**src/rtl/core/mse_pkg.sv**
```systemverilog
package mse_pkg;

  // element word width
  localparam int unsigned DATA_W = 32;

  // default buffer capacity
  localparam int unsigned MAX_ELEMENTS_DEF = 64;

  // sequencer states
  typedef enum logic [2:0] {
    ST_LOAD,
    ST_PASS_START,
    ST_RUN_START,
    ST_MERGE_RD,
    ST_MERGE_WR,
    ST_OUT_RD,
    ST_OUT_LD
  } state_e;

  // memory control from the sequencer to the two banks
  typedef struct packed {
    logic we0;
    logic we1;
    logic rd_sel;
  } mem_ctl_t;

endpackage

```
**src/rtl/core/mse_mem.sv**
```systemverilog
module mse_mem #(
  parameter int unsigned DEPTH = mse_pkg::MAX_ELEMENTS_DEF
) (
  input  logic                              clk_i,
  input  logic                              we_i,
  input  logic [$clog2(DEPTH)-1:0]          waddr_i,
  input  logic signed [mse_pkg::DATA_W-1:0] wdata_i,
  input  logic [$clog2(DEPTH)-1:0]          raddr_a_i,
  input  logic [$clog2(DEPTH)-1:0]          raddr_b_i,
  output logic signed [mse_pkg::DATA_W-1:0] rdata_a_o,
  output logic signed [mse_pkg::DATA_W-1:0] rdata_b_o
);

  logic signed [mse_pkg::DATA_W-1:0] mem [DEPTH];

  // one write port
  always_ff @(posedge clk_i) begin
    if (we_i) begin
      mem[waddr_i] <= wdata_i;
    end
  end

  // two registered read ports
  always_ff @(posedge clk_i) begin
    rdata_a_o <= mem[raddr_a_i];
    rdata_b_o <= mem[raddr_b_i];
  end

endmodule

```
**config.mk**
```make
export PLATFORM = sky130hd
export DESIGN_NAME = mse_mem
export DESIGN_NICKNAME = d
export VERILOG_FILES = /design/src/rtl/core/mse_pkg.sv /design/src/rtl/core/mse_mem.sv
export SDC_FILE = /design/constraint.sdc
export NUM_CORES = 2
export LEC_CHECK = 0
export BUFFER_PORTS_ARGS = -buffer_cell sky130_fd_sc_hd__buf_2
export CAP_MARGIN = 25
export CORE_MARGIN = 10
export CORE_UTILIZATION = 55
export CTS_BUF_LIST = sky130_fd_sc_hd__clkbuf_16
export DETAILED_ROUTE_END_ITERATION = 10
export GPL_ROUTABILITY_DRIVEN = 1
export PLACE_DENSITY = 0.71
export SLEW_MARGIN = 25
export SYNTH_ARGS = -nofsm -noshare
export SYNTH_HDL_FRONTEND = slang
export SYNTH_SLANG_ARGS = --single-unit
```
**constraint.sdc**
```tcl
create_clock -name clk_i -period 4.3 [get_ports clk_i]
set_input_delay 0.645 -clock clk_i [delete_from_list [all_inputs] [get_ports clk_i]]
set_output_delay 0.645 -clock clk_i [all_outputs]
set_load 0.005 [all_outputs]
```
==> flow_metrics.py <==
metrics = {
    "synth": {
        "synthTopCellsByArea": "edfxtp_1 (64%), mux4_2 (26%), mux2i_1 (2.1%), dfxtp_1 (1.3%), a22oi_1 (0.67%)",
        "ys_types": 38,
        "yosysTopAreaCellShare": 0.643,
        "syn_area_per_cell_sq_um": 21.7,
        "ys_ff_latch": 2112,
        "syn_inst": 4412,
        "syn_nets": 4464,
        "yosysTopAreaCell": "edfxtp_1",
        "synth_edf_count": 2048,
        "synth_common_cells": "edfxtp_1 (2,048), mux4_2 (1,124), mux2i_1 (204)",
        "yosysMostFrequentCell": "edfxtp_1",
        "yosys_warnings": 0,
        "yosysSeqAreaShare": 0.656,
        "ys.flop_type": "edfxtp_1",
        "ys_async_sr_fraction": 0,
        "synth_area_sq_um": 95700,
    },
    "critical_path": {
        "ff2ff_path_depth": 4,
        "crit_family": "multiplexers",
        "cp-start-kind": "input port",
        "path_depth": 7,
        "cpMostUsedCell": "mux4_2",
        "critical_path_buf_inv_count": 3,
        "path_max_fanout": 31,
        "crit_path_end_kind": "register",
        "required_ns": 4.97,
        "slowest_delay_ns": 0.62,
        "crit_slowest_cell": "o22ai_1",
        "worstSetupPathType": "in -> reg",
        "worstPathCellList": "buf_8, buf_12, buf_4, mux4_2, mux4_2, o22ai_1, a21oi_1",
        "arrival_ns": 3.40,
    },
    "timing": {
        "rsz0062_at_grt": "false",
        "setup_viol": 0,
        "worst_slew_pin_slew_ns": 1.15,
        "hold_violations": 0,
        "period_share": 0.635,
        "finalClockSkew_ns": 0.0397,
        "fin_crit_ns": 2.73,
        "fmaxAchievable_mhz": 366,
        "tns_ns": 0,
        "finalMaxSlewViolations": 0,
        "worst_slew_margin_rel": 0.229,
    },
    "power": {
        "sw_frac_of_total": 0.228,
        "power.density_nw_per_um2": 409,
        "clkPwrFrac": 0.394,
        "pwr-share-comb": 0.085,
        "intPower_mw": 34.0,
        "power.total_mw": 44.1,
        "vdd_ir_drop_max_mv": 0.377,
        "leakage_nw": 34.1,
        "p_seq_frac": 0.521,
        "power.switching_mw": 10.0,
    },
    "detailed_routing": {
        "first_pass_iters": 5,
        "drc": 0,
        "wl_per_cell_um": 39.6,
        "routed_wl_um": 284000,
        "vias": 52800,
        "vias_per_cell": 7.37,
        "final_antenna_net_count": 0,
        "dr.first_iter.drc_count": 7843,
    },
    "floorplanning": {
        "boundaryPins": 116,
        "dieArea_sq_um": 191000,
        "die_h_um": 437,
        "dieWidth_um": 437,
        "rows": 153,
        "coreArea_sq_um": 173000,
        "initial_core_util": 0.552,
    },
    "cts": {
        "cts_tree": "built",
        "clkSinkCount": 2112,
        "cts_resized": 0,
        "clkTransAtPathRegs_ns": 0.06,
        "root_buffer": "clkbuf_16",
        "hold_buffers": 0,
        "clk-insertion-delay-late_ns": 0.86,
        "h-tree-depth": 4,
        "postCtsSetupRepairBufs": 0,
        "cts_buffer_depth": 3,
        "cts_buffers": 207,
    },
    "job": {
        "drv_cap": 0,
    },
    "place": {
        "port_buffers": 115,
        "dp.cells": 6766,
        "dpl_cell_area_sq_um": 101000,
        "hpwl_um": 167000,
        "globalplace.congestion": 0.844,
    },
    "status": {
        "status": "completed",
    },
    "global_routing": {
        "grt_use_total": 0.296,
        "grt_pass1_vias": 53400,
        "grt_pass1_wl_um": 402000,
        "overflow": 0,
        "antenna_found_initial": 17,
        "grt_start_max_net_pins": 80,
    },
    "final_layout": {
        "nets": 4702,
        "syn_to_final_growth_pct": 12.6,
        "fin_cells": 7167,
        "final_core_util": 0.621,
        "fin_area_sq_um": 108000,
        "drive_above_1_share": 0.394,
    },
    "hold_path": {
        "hold_path.class": "in -> reg",
        "hold_depth": 3,
    },
}
[cells in the final DEF (no fill, tap or decap), types with 56 or more instances in the layout]
cell type	instances
edfxtp_1	2048
mux4_2	1124
clkbuf_16	210
mux2i_1	204
buf_4	201
nand2_1	92
buf_12	92
a22oi_1	85
buf_2	76
dfxtp_1	64
nor2_4	63
a21oi_1	58
o22ai_1	56
[layer usage]
layer	vias up	GRT usage	wire length, um
li1	20000	-	-
met1	28200	0.404	101000
met2	3855	0.444	131000
met3	677	0.0911	38600
met4	12	0.126	13800
met5	-	0	87
[final timing paths]
| check | from | end | slack, ns |
|---|---|---|---|
| setup / recovery | raddr_b_i[0] | rdata_b_o[19]$_DFF_P_ | 1.57 |
| setup reg to reg | mem[22][19]$_DFFE_PP_ | rdata_b_o[19]$_DFF_P_ | 2.00 |
| hold reg to reg | mem[54][11]$_DFFE_PP_ | rdata_b_o[11]$_DFF_P_ | 0.91 |
| hold / removal | raddr_a_i[4] | rdata_a_o[6]$_DFF_P_ | 0.27 |
[metrics by stage]
step / hold slack [ns] / setup slack [ns]
6_report: 0.267 / 1.57
5_1_grt: 0.260 / 1.50
4_1_cts: 0.206 / 1.62
3_3_place_gp: 0.884 / 0.718
2_1_floorplan: 0.744 / 0.464
3_5_place_dp: 0.888 / 0.714
[area by class of cell]
| cell class | instances | area, sq um |
|---|---|---|
| clock inverters | 176 | 1200 |
| inverters | 1 | 3.75 |
| fillers | 11600 | 65800 |
| diodes | 15 | 37.5 |
| repair buffers | 376 | 3830 |
| clock buffers | 210 | 5260 |
| flip-flops and latches | 2112 | 62800 |
| multi-input cells | 1952 | 31600 |
| well taps | 2325 | 2910 |
[worst reg2reg max path: stages, from the launching register on]
cell	delay, ns
edfxtp_1	0.38
mux4_2	0.47
mux4_2	0.50
o22ai_1	0.62
a21oi_1	0.14
[power groups by stage]
stage	registers [mW]	logic, mW	clock network [mW]
2_1_floorplan	23.3	2.18	0
3_3_place_gp	23.4	3.64	0
3_5_place_dp	23.4	3.68	0
4_1_cts	22.9	3.70	17.5
5_1_grt	22.9	3.90	18.3
6_report	22.9	3.74	17.4
[logic make-up (layout without fill, tap and decap cells)]
| kind of cell | Yosys count | in the layout | synth area share |
|---|---|---|---|
| AO/OA/AOI/OAI | 340 | 340 | 0.0239 |
| buffers and inverters | 348 | 763 | 0.0183 |
| flip-flops | 2112 | 2112 | 0.656 |
| multiplexers | 1364 | 1364 | 0.290 |
| other | 0 | 15 | 0 |
| AND/OR/NAND/NOR | 248 | 248 | 0.0113 |
[sequential cells by signal, indices dropped and copies added, names as in the netlist]
register   count
mem         2048
rdata_a_o     32
rdata_b_o     32
Power figures use the tool's default switching activity.
