[config.mk]
export PLATFORM = sky130hd
export DESIGN_NAME = mse_sorter_flat
export DESIGN_NICKNAME = d
export VERILOG_FILES = /design/src/rtl/core/mse_pkg.sv /design/src/rtl/core/mse_if.sv /design/src/rtl/core/mse_sorter.sv /design/src/flat_wrapper.sv
export SDC_FILE = /design/constraint.sdc
export NUM_CORES = 1
export LEC_CHECK = 0
export BUFFER_PORTS_ARGS = -buffer_cell sky130_fd_sc_hd__buf_2
export CORE_MARGIN = 4
export CORE_UTILIZATION = 54
export CTS_CLUSTER_DIAMETER = 50
export DETAILED_ROUTE_END_ITERATION = 8
export GPL_TIMING_DRIVEN = 0
export PLACE_DENSITY = 0.93
export SETUP_SLACK_MARGIN = 0.15
export SLEW_MARGIN = 30
export SYNTH_ARGS = -nofsm -noshare
export SYNTH_HDL_FRONTEND = slang
export SYNTH_SLANG_ARGS = --single-unit
[constraint.sdc]
create_clock -name clk_i -period 5.8 [get_ports clk_i]
set_clock_uncertainty 0.2 [all_clocks]
set_input_delay 1.16 -clock clk_i [delete_from_list [all_inputs] [get_ports clk_i]]
set_output_delay 1.16 -clock clk_i [all_outputs]
set_load 0.03 [all_outputs]
[src/rtl/core/mse_pkg.sv]
package mse_pkg;

  // element word width
  localparam int unsigned DATA_W = 32;

  // default buffer capacity
  localparam int unsigned MAX_ELEMENTS_DEF = 64;

  // sequencer states
  typedef enum logic [2:0] {
    ST_LOAD,
    ST_PASS_START,
    ST_RUN_START,
    ST_MERGE_RD,
    ST_MERGE_WR,
    ST_OUT_RD,
    ST_OUT_LD
  } state_e;

  // memory control from the sequencer to the two banks
  typedef struct packed {
    logic we0;
    logic we1;
    logic rd_sel;
  } mem_ctl_t;

endpackage

[src/rtl/core/mse_if.sv]
interface mse_in_if;
  logic                                valid;
  logic                                ready;
  logic signed [mse_pkg::DATA_W-1:0]   value;
  logic                                last;

  modport source (output valid, output value, output last, input ready);
  modport sink   (input valid, input value, input last, output ready);
endinterface

interface mse_out_if;
  logic                                valid;
  logic                                ready;
  logic signed [mse_pkg::DATA_W-1:0]   sorted_value;
  logic                                last_out;

  modport source (output valid, output sorted_value, output last_out, input ready);
  modport sink   (input valid, input sorted_value, input last_out, output ready);
endinterface

[src/rtl/core/mse_sorter.sv]
module mse_sorter #(
  parameter int unsigned MAX_ELEMENTS = mse_pkg::MAX_ELEMENTS_DEF
) (
  input  logic                              clk_i,
  input  logic                              rst_ni,
  mse_in_if.sink                            in_i,
  mse_out_if.source                         out_o,
  output mse_pkg::mem_ctl_t                 ctl_o,
  output logic [$clog2(MAX_ELEMENTS)-1:0]   waddr_o,
  output logic signed [mse_pkg::DATA_W-1:0] wdata_o,
  output logic [$clog2(MAX_ELEMENTS)-1:0]   raddr_a_o,
  output logic [$clog2(MAX_ELEMENTS)-1:0]   raddr_b_o,
  input  logic signed [mse_pkg::DATA_W-1:0] rdata_a_i,
  input  logic signed [mse_pkg::DATA_W-1:0] rdata_b_i
);

  localparam int unsigned AW = $clog2(MAX_ELEMENTS);
  localparam int unsigned CW = $clog2(MAX_ELEMENTS + 1);
  localparam int unsigned WW = CW + 1;
  localparam int unsigned SW = CW + 2;

  mse_pkg::state_e state_q, state_d;

  logic [CW-1:0] count_q, count_d;
  logic [WW-1:0] width_q, width_d;
  logic [CW-1:0] lo_q, lo_d;
  logic [CW-1:0] mid_q, mid_d;
  logic [CW-1:0] hi_q, hi_d;
  logic [CW-1:0] i_q, i_d;
  logic [CW-1:0] j_q, j_d;
  logic [CW-1:0] k_q, k_d;
  logic          sel_q, sel_d;

  logic                              out_valid_q;
  logic signed [mse_pkg::DATA_W-1:0] out_value_q;
  logic                              out_last_q;

  logic          in_fire;
  logic          has_room;
  logic          out_free;
  logic          pass_done;
  logic          run_done;
  logic [SW-1:0] lo_w;
  logic [SW-1:0] lo_2w;
  logic [CW-1:0] mid_sat;
  logic [CW-1:0] hi_sat;
  logic          i_left;
  logic          j_left;
  logic          take_b;
  logic [CW-1:0] k_inc;
  logic          run_end;
  logic          out_end;

  // status terms
  assign in_fire   = in_i.valid && in_i.ready;
  assign has_room  = count_q < CW'(MAX_ELEMENTS);
  assign out_free  = !out_valid_q || out_o.ready;
  assign pass_done = width_q >= WW'(count_q);
  assign run_done  = lo_q >= count_q;
  assign lo_w      = SW'(lo_q) + SW'(width_q);
  assign lo_2w     = lo_w + SW'(width_q);
  assign mid_sat   = (lo_w > SW'(count_q)) ? count_q : lo_w[CW-1:0];
  assign hi_sat    = (lo_2w > SW'(count_q)) ? count_q : lo_2w[CW-1:0];
  assign i_left    = i_q < mid_q;
  assign j_left    = j_q < hi_q;
  // ties go to the left run
  assign take_b    = !i_left || (j_left && (rdata_b_i < rdata_a_i));
  assign k_inc     = k_q + CW'(1);
  assign run_end   = k_inc == hi_q;
  assign out_end   = k_inc == count_q;

  // next state
  always_comb begin
    state_d = state_q;
    case (state_q)
      mse_pkg::ST_LOAD: begin
        if (in_fire && in_i.last) state_d = mse_pkg::ST_PASS_START;
      end
      mse_pkg::ST_PASS_START: begin
        state_d = pass_done ? mse_pkg::ST_OUT_RD : mse_pkg::ST_RUN_START;
      end
      mse_pkg::ST_RUN_START: begin
        state_d = run_done ? mse_pkg::ST_PASS_START : mse_pkg::ST_MERGE_RD;
      end
      mse_pkg::ST_MERGE_RD: begin
        state_d = mse_pkg::ST_MERGE_WR;
      end
      mse_pkg::ST_MERGE_WR: begin
        state_d = run_end ? mse_pkg::ST_RUN_START : mse_pkg::ST_MERGE_RD;
      end
      mse_pkg::ST_OUT_RD: begin
        if (out_free) state_d = mse_pkg::ST_OUT_LD;
      end
      mse_pkg::ST_OUT_LD: begin
        state_d = out_end ? mse_pkg::ST_LOAD : mse_pkg::ST_OUT_RD;
      end
      default: state_d = mse_pkg::ST_LOAD;
    endcase
  end

  // handshake and memory port outputs
  always_comb begin
    in_i.ready   = state_q == mse_pkg::ST_LOAD;
    ctl_o.we0    = ((state_q == mse_pkg::ST_LOAD) && in_fire && has_room) ||
                   ((state_q == mse_pkg::ST_MERGE_WR) && sel_q);
    ctl_o.we1    = (state_q == mse_pkg::ST_MERGE_WR) && !sel_q;
    ctl_o.rd_sel = sel_q;
    waddr_o      = (state_q == mse_pkg::ST_LOAD) ? count_q[AW-1:0] : k_q[AW-1:0];
    wdata_o      = (state_q == mse_pkg::ST_LOAD) ? in_i.value :
                   (take_b ? rdata_b_i : rdata_a_i);
    raddr_a_o    = (state_q == mse_pkg::ST_OUT_RD) ? k_q[AW-1:0] : i_q[AW-1:0];
    raddr_b_o    = j_q[AW-1:0];
  end

  assign out_o.valid        = out_valid_q;
  assign out_o.sorted_value = out_value_q;
  assign out_o.last_out     = out_last_q;

  // run pointers and counters
  always_comb begin
    count_d = count_q;
    width_d = width_q;
    lo_d    = lo_q;
    mid_d   = mid_q;
    hi_d    = hi_q;
    i_d     = i_q;
    j_d     = j_q;
    k_d     = k_q;
    sel_d   = sel_q;
    case (state_q)
      mse_pkg::ST_LOAD: begin
        if (in_fire) begin
          if (has_room) count_d = count_q + CW'(1);
          if (in_i.last) begin
            width_d = WW'(1);
            sel_d   = 1'b0;
          end
        end
      end
      mse_pkg::ST_PASS_START: begin
        lo_d = '0;
        if (pass_done) k_d = '0;
      end
      mse_pkg::ST_RUN_START: begin
        if (run_done) begin
          sel_d   = !sel_q;
          width_d = width_q << 1;
        end else begin
          mid_d = mid_sat;
          hi_d  = hi_sat;
          i_d   = lo_q;
          j_d   = mid_sat;
          k_d   = lo_q;
        end
      end
      mse_pkg::ST_MERGE_WR: begin
        k_d = k_inc;
        if (take_b) j_d = j_q + CW'(1);
        else        i_d = i_q + CW'(1);
        if (run_end) lo_d = hi_q;
      end
      mse_pkg::ST_OUT_LD: begin
        k_d = k_inc;
        if (out_end) count_d = '0;
      end
      default: ;
    endcase
  end

  // control registers
  always_ff @(posedge clk_i or negedge rst_ni) begin
    if (!rst_ni) begin
      state_q     <= mse_pkg::ST_LOAD;
      count_q     <= '0;
      sel_q       <= 1'b0;
      out_valid_q <= 1'b0;
    end else begin
      state_q <= state_d;
      count_q <= count_d;
      sel_q   <= sel_d;
      if (state_q == mse_pkg::ST_OUT_LD) begin
        out_valid_q <= 1'b1;
      end else if (out_o.ready) begin
        out_valid_q <= 1'b0;
      end
    end
  end

  // pointer and output payload registers
  always_ff @(posedge clk_i) begin
    width_q <= width_d;
    lo_q    <= lo_d;
    mid_q   <= mid_d;
    hi_q    <= hi_d;
    i_q     <= i_d;
    j_q     <= j_d;
    k_q     <= k_d;
    if (state_q == mse_pkg::ST_OUT_LD) begin
      out_value_q <= rdata_a_i;
      out_last_q  <= out_end;
    end
  end

endmodule

[src/flat_wrapper.sv]
// flat-port wrapper written by rule: the top's interface ports become plain ports
module mse_sorter_flat 
#(
  parameter int unsigned MAX_ELEMENTS = mse_pkg::MAX_ELEMENTS_DEF
)
  (clk_i, rst_ni, ctl_o, waddr_o, wdata_o, raddr_a_o, raddr_b_o, rdata_a_i, rdata_b_i, in_i_valid, in_i_value, in_i_last, in_i_ready, out_o_valid, out_o_sorted_value, out_o_last_out, out_o_ready);
  mse_in_if in_i_i ();
  mse_out_if out_o_i ();
  input  logic clk_i;
  input  logic rst_ni;
  output mse_pkg::mem_ctl_t ctl_o;
  output logic [$clog2(MAX_ELEMENTS)-1:0] waddr_o;
  output logic signed [mse_pkg::DATA_W-1:0] wdata_o;
  output logic [$clog2(MAX_ELEMENTS)-1:0] raddr_a_o;
  output logic [$clog2(MAX_ELEMENTS)-1:0] raddr_b_o;
  input  logic signed [mse_pkg::DATA_W-1:0] rdata_a_i;
  input  logic signed [mse_pkg::DATA_W-1:0] rdata_b_i;
  input wire logic [$bits(in_i_i.valid)-1:0] in_i_valid;
  input wire logic [$bits(in_i_i.value)-1:0] in_i_value;
  input wire logic [$bits(in_i_i.last)-1:0] in_i_last;
  output wire logic [$bits(in_i_i.ready)-1:0] in_i_ready;
  output wire logic [$bits(out_o_i.valid)-1:0] out_o_valid;
  output wire logic [$bits(out_o_i.sorted_value)-1:0] out_o_sorted_value;
  output wire logic [$bits(out_o_i.last_out)-1:0] out_o_last_out;
  input wire logic [$bits(out_o_i.ready)-1:0] out_o_ready;
  assign in_i_i.valid = in_i_valid;
  assign in_i_i.value = in_i_value;
  assign in_i_i.last = in_i_last;
  assign in_i_ready = in_i_i.ready;
  assign out_o_valid = out_o_i.valid;
  assign out_o_sorted_value = out_o_i.sorted_value;
  assign out_o_last_out = out_o_i.last_out;
  assign out_o_i.ready = out_o_ready;
  mse_sorter #(.MAX_ELEMENTS(MAX_ELEMENTS)) u_core (.clk_i(clk_i), .rst_ni(rst_ni), .in_i(in_i_i), .out_o(out_o_i), .ctl_o(ctl_o), .waddr_o(waddr_o), .wdata_o(wdata_o), .raddr_a_o(raddr_a_o), .raddr_b_o(raddr_b_o), .rdata_a_i(rdata_a_i), .rdata_b_i(rdata_b_i));
endmodule
==> reports/qor.yml <==
route:
  routedWlPerCell_um: 18.6
  firstDrtPassIters: 6
  route.vias.total: 6495
  vias_per_cell: 5.81
  wl_um: 20800
  drt_iter0_markers: 547
  ant_nets: 0
  drc: 0
cells_and_area:
  drive_gt1_share_pct: 26.6
  layout_common_cells: "188 x buf_2, 90 x ha_1, 83 x edfxtp_1"
  diodes: 0
  final_common_cell: "buf_2"
  fin_nets: 1130
  syn_to_final_growth_pct: 19.7
  stdcell_count: 1118
power_and_ir_drop:
  p_per_area_nw_per_um2: 660
  leakage_uw: 0.00406
  peakVddDrop_v: 0.000284
  power.total_uw: 5780
grt:
  overflow: 0
  track_usage_pct: 25.9
  grt_first_pass_wirelength_um: 32600
  antenna_found_initial: 0
  grt_pass1_vias: 6280
  grt_max_degree: 35
timing:
  setup-violations-final: 0
  tns_ns: 0
  maxSlewViolCount: 0
  worst_pin_slew_ns: 0.752
  period_needed_ns: 5.43
  max_slew_margin_pct: 49.8
  rsz0062_at_grt: "false"
  fmaxAchievable_mhz: 184
  hold_violations: 0
  period_share_pct: 93.6
die:
  io_pins: 189
  die_w_um: 124
  die_h_um: 124
  dieArea_um2: 15500
  core_um2: 13200
  rows: 42
  initial_utilization_pct: 55.3
placement:
  dp_cells: 1102
  gp_congestion: 0.992
  dp_hpwl_um: 16400
  place.port_buffers: 188
clocking:
  cts_tree: "yes"
  cts_resized: 0
  h-tree-depth: 3
  root_buffer: "clkbuf_16"
  post_cts_buffers: 0
  clock-sinks: 95
  clk_latency_ns: 0.36
  clockBufferDepth: 2
  cts.clk_slew.worst_paths_ns: 0.06
  cts_hold_buffers: 0
  cts-buffers-inserted: 9
synth:
  synth_cell_types: 64
  synth_warnings: 0
  syn_avg_cell_area_um2: 9.92
  postSynth.asyncResetShare_pct: 12.6
  dominantRegCellSynth: "edfxtp_1"
  ys_ff_latch: 95
  synthesis.nets: 931
  synth_area_um2: 7320
  synth_edf_count: 83
  seq_area_frac_synth_pct: 38.2
  synthCells: 738
worst_setup_path:
  cp-start-kind: "input port"
  crit_fanout: 10
  critPathTopFamily: "simple AND/OR/NAND/NOR gates"
  cpPeakStageDelay_ns: 0.46
  critPathBufInv: 5
  slowest_stage: "nor4_2"
  crit_chain: "buf_2, inv_1, ha_1, nand4_1, nor4_2, nand4_1, a311oi_2, nor3_1, o31a_1, buf_6, buf_6, mux2i_1, o21ai_1, buf_2"
  crit_type: "in -> out"
  cp-end-kind: "output pin"
  critPathRequiredTime_ns: 4.44
  cp.arrival_ns: 4.07
worst_hold_path:
  hp-class: "reg -> reg"
job:
  cap_violations: 0
outcome:
  outcome: "finished, final reports clean"
==> metal layers <==
| layer | routed length [µm] | global-route usage, % |
|---|---|---|
| met2 | 10300 | 44.8 |
| met1 | 8080 | 32.2 |
| met4 | 760 | 10.2 |
| met3 | 1660 | 4.29 |
| met5 | 0 | 0 |
==> tightest hold or removal path, delay by kind of cell (launching register included) <==
| family | cells | cell delay (ns) |
|---|---|---|
| simple gates | 2 | 0.17 |
| flops | 1 | 0.34 |
==> final timing paths <==
path | from | to | slack (ns) | cells after the start
hold reg to reg | u_core.out_o.valid$_DFFE_PN0P_ | u_core.out_o.valid$_DFFE_PN0P_ | 0.34 | 2
min in group asynchronous | rst_ni | u_core.count_q[2]$_DFFE_PN0P_ | 0.50 | 1
max in group asynchronous | rst_ni | u_core.state_q[1]$_DFFE_PN0P_ | 4.63 | 1
setup / recovery | rdata_a_i[31] | wdata_o[24] | 0.37 | 14
hold / removal | u_core.out_o.valid$_DFFE_PN0P_ | u_core.out_o.valid$_DFFE_PN0P_ | 0.34 | 2
setup reg to reg | u_core.lo_q[0]$_SDFFCE_PN0P_ | u_core.hi_q[4]$_DFFE_PP_ | 0.92 | 15
==> report_power, final <==
part	internal [µW]	switching, µW	leakage (µW)
combinational	1520	2400	0.00302
clock	300	282	0.000137
sequential	1070	223	0.000906
==> final cells by class <==
cell class | count | area (µm²)
fillers | 975 | 4480
multi-input cells | 549 | 4110
flip-flops and latches | 95 | 2790
repair buffers | 188 | 941
inverters | 63 | 236
clock buffers | 10 | 229
well taps | 176 | 220
plain buffers | 31 | 180
clock inverters | 6 | 52.6
==> sequential cells by signal, indices dropped and copies added (netlist names) <==
signal,cells
u_core.j_q,7
u_core.i_q,7
u_core.hi_q,7
u_core.out_o.valid,1
u_core.k_q,7
u_core.width_q,8
u_core.state_q,3
u_core.sel_q,1
u_core.mid_q,7
u_core.count_q,7
u_core.out_o.sorted_value,32
u_core.lo_q,7
u_core.out_o.last_out,1
==> per-stage QoR <==
step / utilization (%) / setup WS, ns / area, µm² / hold slack, ns
2_1_floorplan: - / 0.650 / 7320 / 0.296
4_1_cts: 66.2 / 0.418 / 8760 / 0.336
6_report: 66.2 / 0.369 / 8760 / 0.339
3_5_place_dp: 64.0 / 0.431 / 8480 / 0.320
5_1_grt: 66.2 / 0.157 / 8760 / 0.388
3_3_place_gp: 64.0 / 0.449 / 8480 / 0.319
==> cell families after synthesis <==
family | after synthesis | synth area share (%)
simple gates | 202 | 13.4
flops | 95 | 38.2
xor+xnor | 43 | 5.15
compound gates | 152 | 13.1
mux | 60 | 8.62
fa+ha+maj | 92 | 15.9
buf+inv | 94 | 5.69
==> cell usage after synthesis, drive strengths merged (2+ instances only) <==
master  count  area (µm²)
a211oi      6        50.1
a21o       12        92.6
a21oi      31         159
a22oi       3        22.5
a311oi      2        41.3
a31oi       3        18.8
and2        3        18.8
and3       10        62.6
buf        13         113
clkbuf     18        67.6
dfrtp      12         300
edfxtp     83        2490
fa          2        40.0
ha         90        1130
inv        63         236
mux2       24         270
mux2i      36         360
nand2      73         274
nand2b     16         100
nand3      20         100
nand4       9        56.3
nor2       37         139
nor2b      11        68.8
nor3        9        45.0
nor4        3        25.0
nor4b       2        17.5
o21a       10        75.1
o21ai      64         320
o21bai      2        15.0
o22ai       3        25.0
o31ai       2        15.0
or3         4        30.0
xnor2      29         254
xor2       14         123
Power figures use the tool's default switching activity.
